[src/rtl/lrta_ram.sv]
// generic single write port ram with registered read
module lrta_ram #(
  parameter int WIDTH = 31,
  parameter int DEPTH = 32
) (
  input  logic                     clk,
  input  logic                     we,
  input  logic [$clog2(DEPTH)-1:0] waddr,
  input  logic [WIDTH-1:0]         wdata,
  input  logic [$clog2(DEPTH)-1:0] raddr,
  output logic [WIDTH-1:0]         rdata
);

  logic [WIDTH-1:0] mem [DEPTH];

  always_ff @(posedge clk) begin
    if (we) begin
      mem[waddr] <= wdata;
    end
    rdata <= mem[raddr];
  end

endmodule

[config.mk]
export PLATFORM = sky130hd
export DESIGN_NAME = lrta_ram
export DESIGN_NICKNAME = d
export VERILOG_FILES = /design/src/rtl/lrta_ram.sv
export SDC_FILE = /design/constraint.sdc
export NUM_CORES = 1
export LEC_CHECK = 0
export BUFFER_PORTS_ARGS = -buffer_cell sky130_fd_sc_hd__buf_2
export CAP_MARGIN = 10
export CORE_MARGIN = 4
export CORE_UTILIZATION = 60
export CTS_CLUSTER_DIAMETER = 120
export DETAILED_ROUTE_END_ITERATION = 6
export PLACE_DENSITY = 0.77
export SETUP_SLACK_MARGIN = 0.1
export SYNTH_ARGS = -nofsm -noshare
export SYNTH_HDL_FRONTEND = slang
export SYNTH_SLANG_ARGS = --single-unit
export TNS_END_PERCENT = 1
[constraint.sdc]
create_clock -name clk -period 6.25 [get_ports clk]
set_input_delay 0.9375 -clock clk [delete_from_list [all_inputs] [get_ports clk]]
set_output_delay 0.9375 -clock clk [all_outputs]
set_load 0.01 [all_outputs]
# Yosys cells after proc, flatten, opt, wreduce, memory -nomap -nowiden

Memory sizes are Yosys's and may differ from the RTL's. A register that Yosys moved wholly into a read port is not among the register bits.
Index checks and enable logic that the tools add are counted.

Add/subtract/negate cells: 0
$mul: 0
Divide/modulo/power cells: 0
$lt $le $gt $ge: 0
Eq/ne operators: 0
Shift-type cells: 0
Mux-type cells: 2
Bitwise gates (word level): 0
Reductions and logical operators: 0

Operator list:

| operator          | number |
|---|---|
| 1-bit two-way mux | 2 |

Bits in registers: 0
Latch bits: 0
Bits in writable memories: 992
Memory bits (read-only): 0
Input bits: 43
Output and inout bits: 31
Word-level logic and storage cells: 3
Memories kept: 1

Memories:

| name | words | bits a word | read ports | clocked after Yosys merged registers in | wr ports | line | text |
|---|---|---|---|---|---|---|---|
| mem  | 32    | 31          | 1          | 1                                       | 1        | 14   | `logic [WIDTH-1:0] mem [DEPTH];` |

# Longest topological paths before layout

Word-level depth: 2
Gate-level depth with buffers: 8

# Worst setup path before layout

Ideal clock, no wire load.

Kind: input port to flip-flop
Start: input waddr[1]
End: memory mem[12][0], enable pin
Arrival: 2.909 ns
Path slack: 2.922 ns
Stages on the path: 3
Cell sequence: or3b_2 clkbuf_1 nor2_1

RTL lines:

| item        | line | text |
|---|---|---|
| from (decl) | 8    | `input logic [$clog2(DEPTH)-1:0] waddr,` |
| to (decl)   | 14   |  |

No word-level cell before the write port.

==> summary.txt <==
cell with the most instances after synthesis -> edfxtp_1
CORE AREA -> 0.0646 mm^2
Post-synth EDFFs -> 992
relative slew slack -> 10.6%
CTS Hold Bufs -> 0
htree depth -> 3
Tot GR Track Use -> 26.7%
Synth area leaders -> edfxtp_1, mux2i_1, a22oi_1
post-synthesis sequential area ratio -> 77.6%
power per cell area -> 323 mW/mm^2
crit path DAT -> 3.37 ns
outcome -> finished clean
Overall Power -> 0.0142 W
HPWL after DPL -> 49200 um
Worst path max stage delay -> 0.74 ns
Avg WL per Cell -> 29.4 um
Main synth FF type -> edfxtp_1
die height -> 263 um
CP max FO -> 98
Final period util -> 45.9%
flop2flop setup slack -> 4.85 ns
Yosys top cell area share -> 76.1%
RSZ-0062 raised after global routing -> false
Hold Path Class -> reg -> reg
Port Buffer Count -> 73
Num Clock Sinks -> 1023
vias in the first global route -> 20863
Worst setup endpoint -> rdata[17]
Fillers -> 4041
final RePlAce weighted congestion -> 0.819
Avg Cell Area, Syn -> 17.9 um^2
Site Rows -> 93
CTS buffer count -> 94
cell taking the most area after synthesis -> edfxtp_1
die footprint -> 0.0694 mm^2
Leak Pwr -> 15.3 nW
max-slew violation count -> 0
CTS resizes -> 0
Crit path max-delay family -> buffers and inverters
# setup viols final -> 0
CP Cell Sequence -> buf_8 > buf_12 > mux2i_1 > a22oi_1 > a31oi_1 > nand3_1
first-pass GRT wire length -> 136000 um
Initial Util -> 60.6%
pin count of the biggest net entering global routing -> 125
Sum Neg Setup Slack -> 0 ns
CTS max path bufs -> 3
Die Width -> 263 um
fin area -> 0.0438 mm^2
Synth cell types -> 24
# DRC -> 0
Post-Syn Nets -> 2235
Vias/cell -> 6.47
WHS -> 0.617 ns
critical path's slowest cell -> buf_8
CP Launch Type -> primary input
Routed Antenna Nets -> 0
Synth Instances -> 2192
clock latency on the worst-skew pair -> 0.64 ns
CP startpoint -> raddr[0]
DRT Pass-1 Iters -> 5
clk slew on worst S/H paths -> 0.06 ns
reg2reg start -> mem[6][7]
R2R Path End -> rdata[7]
area post-placement -> 0.0407 mm^2
Crit path buffers/inverters -> 2
final wirelength -> 94800 um
Yosys reg bits -> 1023
WP depth -> 6
number of failing hold endpoints at the final stage -> 0
antenna violations before repair -> 9
Peak Freq -> 348 MHz
routed via count -> 20870
Area growth, synth to finish -> 11.9%
share of flip-flops with an asynchronous set or reset -> 0%
fin crit period -> 2.87 ns
Worst setup EP type -> flop
Overflow after GRT -> 0
postcts setup bufs -> 0
# nets final -> 2329
Iter 0 DRT Violations -> 2729
ratio of cells with drive above 1 in the final layout -> 12.6%
Max Cap Viol -> 0
Clock Skews -> 0.0251 ns
crit path kind -> in -> reg
r2r worst-path depth -> 5
WP data required -> 6.75 ns
Max IR drop VDD -> 0.226 mV
worst slew pin tran -> 1.34 ns
I/O Pins -> 74
Yosys warning total -> 0
Root Driver -> clkbuf_16
Mapped Area -> 0.0392 mm^2
CTS tree -> built
Synth top cells by count -> edfxtp_1, mux2i_1, nand2_1, nand3_1
cells in the final DEF, fill, tap and decap left out, types with 7 or more instances in the layout:
cell type and instances:
edfxtp_1 992, nand2_1 94, bufinv_16 12, clkinv_1 17
a22oi_1 93, clkbuf_1 25, dfxtp_1 31, nor2_4 33
buf_4 42, mux2i_1 496, clkbuf_16 96, nand3_1 95
a21oi_1 93, clkinv_2 14, nor3_1 31, a31oi_1 31
a22o_1 62, buf_2 72, buf_12 7
tightest hold or removal path, stage by stage, from the launching register on:
cell      delay, ns
edfxtp_1       0.32
mux2i_1        0.07
nand2_1        0.07
a31oi_1        0.07
nand3_1        0.06
stage by stage:
stage	setup WS [ns]	cells	utilization (%)
floorplan	2.92	2192	-
global placement	2.81	3045	63.0
detailed placement	2.80	3045	63.0
CTS	3.46	3221	67.8
global route	3.32	3221	67.8
finish	3.38	3227	67.8
flip-flops by register name, summed over array words and instances, names as in the netlist:
register / count
mem: 992
rdata: 31
how the worst min path moves through the flow:
stage	from	endpoint	slack (ns)	cells after the start
detailed placement	mem[11][23]	rdata[23]	0.60	4
finish	mem[17][12]	rdata[12]	0.62	4
floorplan	mem[16][0]	rdata[0]	0.55	4
global placement	mem[10][23]	rdata[23]	0.58	4
CTS	mem[17][12]	rdata[12]	0.62	4
global route	mem[26][25]	rdata[25]	0.65	4
final cells by class:
| cell class | count | area, um^2 | share of cell area [%] |
|---|---|---|---|
| antenna | 6 | 15.0 | 0.0343 |
| timing repair buffer | 122 | 831 | 1.90 |
| sequential | 1023 | 30400 | 69.4 |
| tap | 855 | 1070 | 2.44 |
| multi-input combinational | 1045 | 8360 | 19.1 |
| clock buffer | 126 | 2560 | 5.85 |
| clock inverter | 50 | 561 | 1.28 |
layer usage:
layer	wire (um)	GRT usage (%)	vias up
met2	45700	42.7	1123
met1	36600	36.7	10636
li1	-	-	8900
met5	58	0	-
met4	3690	10.7	8
met3	8740	5.50	203
where the power goes:
part	internal (W)	switching, W
clock network	0.00338	0.00240
logic	0.000225	0.000483
registers	0.00763	0.0000367
kinds of logic (layout without fill, tap and decap cells):
family	count (synthesis)	after routing	share of synthesized area, %
other	0	6	0
DFF	1023	1023	77.6
AOI/OAI and AO/OA	279	279	4.85
and+or+nand+nor	270	270	3.12
buffers and inverters	124	298	1.70
muxes	496	496	12.7
(Power assumes the default switching activity.)
