===== src/rtl/lrta_pkg.sv =====
// shared types and constants for the lcg ring three point average block
package lrta_pkg;

  localparam int VAL_W  = 31;  // ring value, seed and modulus width
  localparam int CFG_W  = 32;  // widest configuration register
  localparam int IDX_W  = 2;   // configuration register index width
  localparam int PROD_W = 63;  // multiplier times value
  localparam int DVD_W  = 64;  // full lcg sum before reduction
  localparam int STEP_W = 6;   // divider step counter
  localparam int SUM_W  = 33;  // three point window sum
  localparam int POS_W  = 5;   // position field
  localparam int THR_W  = 2;   // remainder in thirds

  // divide by three as a multiply by the scaled reciprocal, in two partial products
  localparam int HALF3_W    = 17;  // upper half of the window sum
  localparam int LOW3_W     = 16;  // lower half of the window sum
  localparam int RCP3_W     = 34;  // reciprocal width
  localparam int PART3_W    = 51;  // half sum times reciprocal
  localparam int ACC3_W     = 67;  // full sum times reciprocal
  localparam int RCP3_SHIFT = 35;  // quotient starts at this bit
  localparam logic [RCP3_W-1:0] RECIP_THREE = 34'h2_AAAA_AAAB;  // ceil(2^35 / 3)

  // configuration register indexes
  localparam logic [IDX_W-1:0] REG_MULTIPLIER = 2'd0;
  localparam logic [IDX_W-1:0] REG_INCREMENT  = 2'd1;
  localparam logic [IDX_W-1:0] REG_MODULUS    = 2'd2;

  // configuration reset values
  localparam logic [CFG_W-1:0] MULTIPLIER_RST = 32'd1;
  localparam logic [CFG_W-1:0] INCREMENT_RST  = 32'd0;
  localparam logic [VAL_W-1:0] MODULUS_RST    = 31'h7FFF_FFFF;

  // divider steps, two dividend bits per step
  localparam logic [STEP_W-1:0] MOD_STEPS = 6'd32;  // full 64 bit dividend

  typedef enum logic [3:0] {
    ST_IDLE,   // waiting for a seed
    ST_MUL,    // multiply previous value
    ST_ADD,    // add increment
    ST_MOD,    // start reduction or bypass it
    ST_MWAIT,  // wait for reduction, write ring entry
    ST_RD,     // read third window entry
    ST_SUM,    // form window sum
    ST_MLO,    // low half of the sum times the reciprocal of three
    ST_MHI,    // high half of the sum times the reciprocal of three
    ST_LOAD    // load result register
  } state_t;

  typedef struct packed {
    logic                start;
    logic [STEP_W-1:0]   steps;
  } div_cmd_t;

  typedef struct packed {
    logic busy;
    logic done;
  } div_stat_t;

endpackage


===== src/rtl/lrta_divider.sv =====
// iterative restoring remainder unit, two dividend bits per cycle
module lrta_divider (
  input  logic                            clk,
  input  logic                            rst,
  input  lrta_pkg::div_cmd_t              cmd,
  input  logic [lrta_pkg::DVD_W-1:0]      dividend,
  input  logic [lrta_pkg::VAL_W-1:0]      divisor,
  output lrta_pkg::div_stat_t             stat,
  output logic [lrta_pkg::VAL_W-1:0]      remainder
);

  logic [lrta_pkg::DVD_W-1:0]  dvd;
  logic [lrta_pkg::VAL_W-1:0]  dsr;
  logic [lrta_pkg::VAL_W-1:0]  rem;
  logic [lrta_pkg::STEP_W-1:0] cnt;
  logic                        busy;
  logic                        done;

  logic [lrta_pkg::VAL_W:0]    r_a;
  logic [lrta_pkg::VAL_W:0]    r_b;
  logic [lrta_pkg::VAL_W-1:0]  r_a_next;
  logic [lrta_pkg::VAL_W-1:0]  r_b_next;
  logic                        ge_a;
  logic                        ge_b;

  always_comb begin
    r_a      = {rem, dvd[lrta_pkg::DVD_W-1]};
    ge_a     = r_a >= {1'b0, dsr};
    r_a_next = ge_a ? lrta_pkg::VAL_W'(r_a - {1'b0, dsr}) : r_a[lrta_pkg::VAL_W-1:0];
    r_b      = {r_a_next, dvd[lrta_pkg::DVD_W-2]};
    ge_b     = r_b >= {1'b0, dsr};
    r_b_next = ge_b ? lrta_pkg::VAL_W'(r_b - {1'b0, dsr}) : r_b[lrta_pkg::VAL_W-1:0];
  end

  always_ff @(posedge clk) begin
    if (rst) begin
      busy <= 1'b0;
      done <= 1'b0;
      cnt  <= '0;
    end else if (cmd.start) begin
      busy <= 1'b1;
      done <= 1'b0;
      cnt  <= cmd.steps;
    end else if (busy) begin
      cnt <= cnt - 1'b1;
      if (cnt == lrta_pkg::STEP_W'(1)) begin
        busy <= 1'b0;
        done <= 1'b1;
      end
    end
  end

  always_ff @(posedge clk) begin
    if (cmd.start) begin
      dvd <= dividend;
      dsr <= divisor;
      rem <= '0;
    end else if (busy) begin
      dvd <= {dvd[lrta_pkg::DVD_W-3:0], 2'b00};
      rem <= r_b_next;
    end
  end

  assign stat.busy = busy;
  assign stat.done = done;
  assign remainder = rem;

endmodule


===== config.mk =====
export PLATFORM = sky130hd
export DESIGN_NAME = lrta_divider
export DESIGN_NICKNAME = d
export VERILOG_FILES = /design/src/rtl/lrta_pkg.sv /design/src/rtl/lrta_divider.sv
export SDC_FILE = /design/constraint.sdc
export NUM_CORES = 1
export LEC_CHECK = 0
export BUFFER_PORTS_ARGS = -buffer_cell sky130_fd_sc_hd__buf_2
export CAP_MARGIN = 10
export CORE_MARGIN = 3
export CORE_UTILIZATION = 50
export CTS_CLUSTER_SIZE = 20
export DETAILED_ROUTE_END_ITERATION = 16
export HOLD_SLACK_MARGIN = 0.08
export PLACE_DENSITY = 0.69
export SKIP_CTS_REPAIR_TIMING = 1
export SKIP_LAST_GASP = 1
export SYNTH_ARGS = -nofsm -noshare
export SYNTH_HDL_FRONTEND = slang
export SYNTH_SLANG_ARGS = --single-unit

===== constraint.sdc =====
create_clock -name clk -period 5.95 [get_ports clk]
set_input_delay 1.785 -clock clk [delete_from_list [all_inputs] [get_ports clk]]
set_output_delay 1.785 -clock clk [all_outputs]
set_load 0.02 [all_outputs]

### Yosys cells after proc, flatten, opt, wreduce, memory -nomap -nowiden

Index checks and enable logic that the tools add are counted.

* add/sub/neg operators: 3
* equality and inequality tests: 1
* muxes and demuxes: 9
* magnitude comparators: 2
* reductions and logical operators: 3

Operator list (count)
* 64-bit two-way mux: 2
* 32-bit by 31-bit >= comparator with 1-bit output: 2
* 31-bit two-way mux: 2
* 31-bit subtractor: 2
* 6-bit two-way mux: 2
* 6-bit by 1-bit equality test with 1-bit output, second input constant: 1
* 6-bit by 1-bit subtractor with 6-bit output, second input constant: 1
* 1-bit two-way mux: 3
* 2-bit AND reduction: 1
* 2-bit nonzero test: 1
* 2-bit OR reduction: 1

* output and inout bits: 33
* register bits after elaboration: 134
* bits of input ports: 104
* logic and storage cells: 24

### Depth between registers and ports, before layout

* depth after elaboration: 4
* depth in mapped cells: 26
* depth with buffers taken out: 24

### Worst setup path before layout

Ideal clock, no wire load.

* kind: register to register
* from: register dsr[0] (netlist name)
* to: register rem, in the netlist remainder[28]
* slack: 1.076 ns
* arrival: 4.760 ns
* cell stages (with the launch flop): 25
* data required time: 5.836 ns
* clock period less this slack: 4.874 ns
* path buffers: 3
* library setup time: 0.114 ns
* cell sequence: edfxtp_1 ha_1 inv_1 fa_1 a211oi_1 o211ai_1 nand2_1 a21oi_1 o22ai_1 o21ai_1 buf_2 mux2_2 ha_1 clkbuf_1 o21ai_1 o21ai_2 a2111oi_4 o31ai_1 a31o_1 nand3b_4 a31oi_4 nand3_4 buf_6 a32o_1 a21o_1

* longest elaborated chain between the ends: 4
* elaborated cells on any way between the ends: 6
* classes of those cells: 2 x add/sub; 2 x order compare; 2 x mux

RTL lines
* start: declaration: line lrta_divider.sv:13 `logic [lrta_pkg::VAL_W-1:0] dsr;`
* start signal: assignment: line lrta_divider.sv:56 `dsr <= divisor;`
* 31-bit subtractor or 32-bit by 31-bit >= comparator with 1-bit output (tied branches): line lrta_divider.sv:29, lrta_divider.sv:28
* 31-bit two-way mux: line lrta_divider.sv:29 `r_a_next = ge_a ? lrta_pkg::VAL_W'(r_a - {1'b0, dsr}) : r_a[lrta_pkg::VAL_W-1:0];`
* 31-bit subtractor or 32-bit by 31-bit >= comparator with 1-bit output (tied branches): line lrta_divider.sv:32, lrta_divider.sv:31
* 31-bit two-way mux *: line lrta_divider.sv:32 `r_b_next = ge_b ? lrta_pkg::VAL_W'(r_b - {1'b0, dsr}) : r_b[lrta_pkg::VAL_W-1:0];`
* end signal: assignment: line lrta_divider.sv:60 `rem <= r_b_next;`
* end: declaration: line lrta_divider.sv:14 `logic [lrta_pkg::VAL_W-1:0] rem;`

Every way passes the cells marked *; elsewhere a longest branch is shown, timed or not.
A chain may end at the register's enable or synchronous reset.

### Worst setup path in the final report

* from: register dsr[0] (netlist name)
* to: register rem, in the netlist remainder[0]

* longest elaborated chain between the ends: 4
* elaborated cells on any way between the ends: 6
* classes of those cells: 2 x add/sub; 2 x order compare; 2 x mux

RTL lines
* 31-bit subtractor or 32-bit by 31-bit >= comparator with 1-bit output (tied branches): line lrta_divider.sv:29, lrta_divider.sv:28
* 31-bit two-way mux: line lrta_divider.sv:29
* 32-bit by 31-bit >= comparator with 1-bit output: line lrta_divider.sv:31 `ge_b = r_b >= {1'b0, dsr};`
* 31-bit two-way mux *: line lrta_divider.sv:32

Marked as above.

==> results.yml <==
outcome:
  status: "complete, no violations"
clock_network:
  insertion_delay_ns: 0.42
  clock-sinks: 134
  clockRootBuffer: "clkbuf_16"
  cts_max_path_buffers: 2
  cts-buffers-inserted: 17
  htreeDepth: 4
  cts_tree: "built"
  clk_pin_slew_ns: 0.06
worst_setup_path:
  cp.arrival_ns: 5.91
  cp_common_cell: "ha_1"
  crit_chain: "ha_1 > inv_1 > fa_1 > a211oi_1 > o211ai_1 > nand2_1 > a21oi_2 > o22ai_2 > o21ai_4 > buf_4 > mux2_2 > ha_1 > nor2b_1 > o21bai_1 > a31oi_1 > a211o_1 > a31o_1 > nand3b_4 > a31oi_4 > nand3_4 > buf_12 > mux2_4 > a211oi_2"
  slowest_stage: "edfxtp_1"
  r2r_start: "dsr[0]$_DFFE_PP_"
  crit_type: "flop to flop"
  critPathMaxFanout: 23
  startpoint_type: "flop"
  crit_path_end_kind: "flop"
  required_ns: 6.29
  startpoint: "dsr[0]$_DFFE_PP_"
  cp_slowest_stage_delay_ns: 0.40
route:
  dr.pass1.iters: 5
  viasPerCell: 5.71
  ant_nets: 0
  vias: 7212
  avgRoutedWirePerCell_um: 17.5
  initialDrtViolationCount: 520
  drc_errors: 0
  routed_wl_um: 22100
final_layout:
  fillers: 1528
  stdcell_count: 1262
  area_growth_pct: 16.2
  seq_area_mm2: 0.00363
  layout-drive-gt1-share_pct: 26.5
  final_cell_mix: "buf_2, edfxtp_1, nor2_1"
  multi_input_area_mm2: 0.00506
  final_nets: 1194
  layout_commonest_cell: "buf_2"
  antennaDiodeCount: 0
yosys:
  async_flop_share_pct: 0
  netlist_instances: 896
  synthFlopType: "edfxtp_1"
  yosysWarnings: 0
  yosysSeqAreaShare_pct: 40.1
  syn_nets: 1066
  synth_area_per_cell_um2: 10.1
  ys_ff_latch: 134
  netlist_area_mm2: 0.00905
  ys_types: 72
  synth_edf_count: 95
power_and_ir_drop:
  p_leak_nw: 4.62
  peakVddDrop_v: 0.000302
  finalPower_mw: 5.76
  pwr_density_cell_mw_per_mm2: 548
timing:
  min_period_over_period_pct: 93.5
  timing.slew.headroom_pct: 30.7
  tightest_slew_ns: 1.04
  whs_ns: 0.528
  hold_viol: 0
  setup_viol: 0
  fin_skew_ns: 0.00797
  fmax_mhz: 180
  slew_violations: 0
  finalSetupTns_ns: 0
  layout_min_cycle_time_ns: 5.57
place:
  io_buffers: 136
  dp.cells: 1227
  globalplace.congestion: 0.944
  hpwl_um: 16400
die:
  coreArea_mm2: 0.0175
  io_pins: 137
  initial_core_util_pct: 51.6
  die_h_um: 141
  design.die.area_mm2: 0.0198
  num_rows: 48
  fp.dieW_um: 141
global_route:
  grt_overflow_total: 0
  grtUsageTotal_pct: 22.5
  grt_first_pass_wirelength_um: 35800
  grt_pass1_vias: 7081
  grt_max_degree: 79
  antenna_found_initial: 0
job:
  maxCapViolCount: 0
hold_path:
  hp-start: "remainder[14]$_SDFFE_PP0P_"
  hold_class: "flop to flop"
cells by family (layout without fill, tap and decap cells):
kind of cell	after synthesis	after routing	share of synthesized area, %
AOI/OAI and AO/OA	232	232	17.3
muxes	101	101	12.2
and+or+nand+nor	217	217	11.5
adders and majority gates	66	66	9.29
xor gates and xnor gates	55	55	5.32
DFF	134	134	40.1
buffers and inverters	91	232	4.30
stage by stage:
| stage | setup WS (ns) | cell area [µm²] | utilization [%] |
|---|---|---|---|
| after detailed placement | 0.0532 | 9910 | 56.5 |
| after CTS | 0.0305 | 10500 | 59.7 |
| final | 0.384 | 10500 | 60.0 |
| after global placement | 0.268 | 9910 | 56.5 |
| after floorplan | 1.08 | 9050 | - |
| after global routing | -0.0137 | 10500 | 60.0 |
per-layer routing:
layer / part of all wire [%] / global-route usage, % / up-vias
met5: 0 / 0 / -
met4: 1.9 / 7.34 / 0
met3: 6.5 / 5.26 / 29
met2: 47 / 36.4 / 214
met1: 45 / 29.8 / 3391
li1: - / - / 3578
critical path, delay by kind of cell, from the launching register on:
kind | cells | cell delay [ns]
AO/OA/AOI/OAI | 11 | 2.42
AND/OR/NAND/NOR | 4 | 0.64
buffers and inverters | 3 | 0.56
multiplexers | 2 | 0.68
flip-flops | 1 | 0.40
adder cells (fa/ha/maj) | 3 | 0.78
area by class of cell:
class,instances,share of cell area [%]
inverter,51,1.82
timing repair buffer,149,7.57
multi-input combinational,671,48.1
sequential,134,34.5
clock inverter,15,1.31
tap,225,2.67
clock buffer,17,4.04
synthesized netlist by cell type (all sizes together), types with 4 or more instances:
library cell	instances	area, µm²
edfxtp	95	2850
nor2	92	345
a21oi	85	433
mux2	74	837
ha	64	801
inv	51	191
xnor2	40	350
dfxtp	39	781
nand2	39	146
a211oi	33	265
mux2i	27	270
o21ai	27	143
clkbuf	24	90.1
a21o	23	173
nand3	21	118
buf	16	108
xor2	15	131
nor3	12	60.1
nand4	10	62.6
o21bai	10	75.1
nor2b	8	50.1
a31oi	7	58.8
o21a	7	52.6
a211o	6	52.6
a31o	6	52.6
and3	6	37.5
and2	5	31.3
o211ai	5	37.5
a311oi	4	35.0
a41o	4	40.0
nand3b	4	42.5
or2	4	25.0
state kept, by name, indices dropped and copies added (netlist names):
| register | flops |
|---|---|
| cnt | 6 |
| done | 1 |
| dsr | 31 |
| busy | 1 |
| dvd | 64 |
| remainder | 31 |
report_power, final:
group / switching [mW] / internal, mW
Clock: 0.456 / 0.550
Combinational: 2.00 / 1.52
Sequential: 0.0964 / 1.14
Total: 2.55 / 3.21
path summary, 6_finish.rpt:
check	endpoint	slack (ns)	cells past startpoint
max	remainder[0]$_SDFFE_PP0P_	0.38	23
min	remainder[14]$_SDFFE_PP0P_	0.53	2
max reg2reg	remainder[0]$_SDFFE_PP0P_	0.38	23
min reg2reg	remainder[14]$_SDFFE_PP0P_	0.53	2
(Power assumes the default switching activity.)
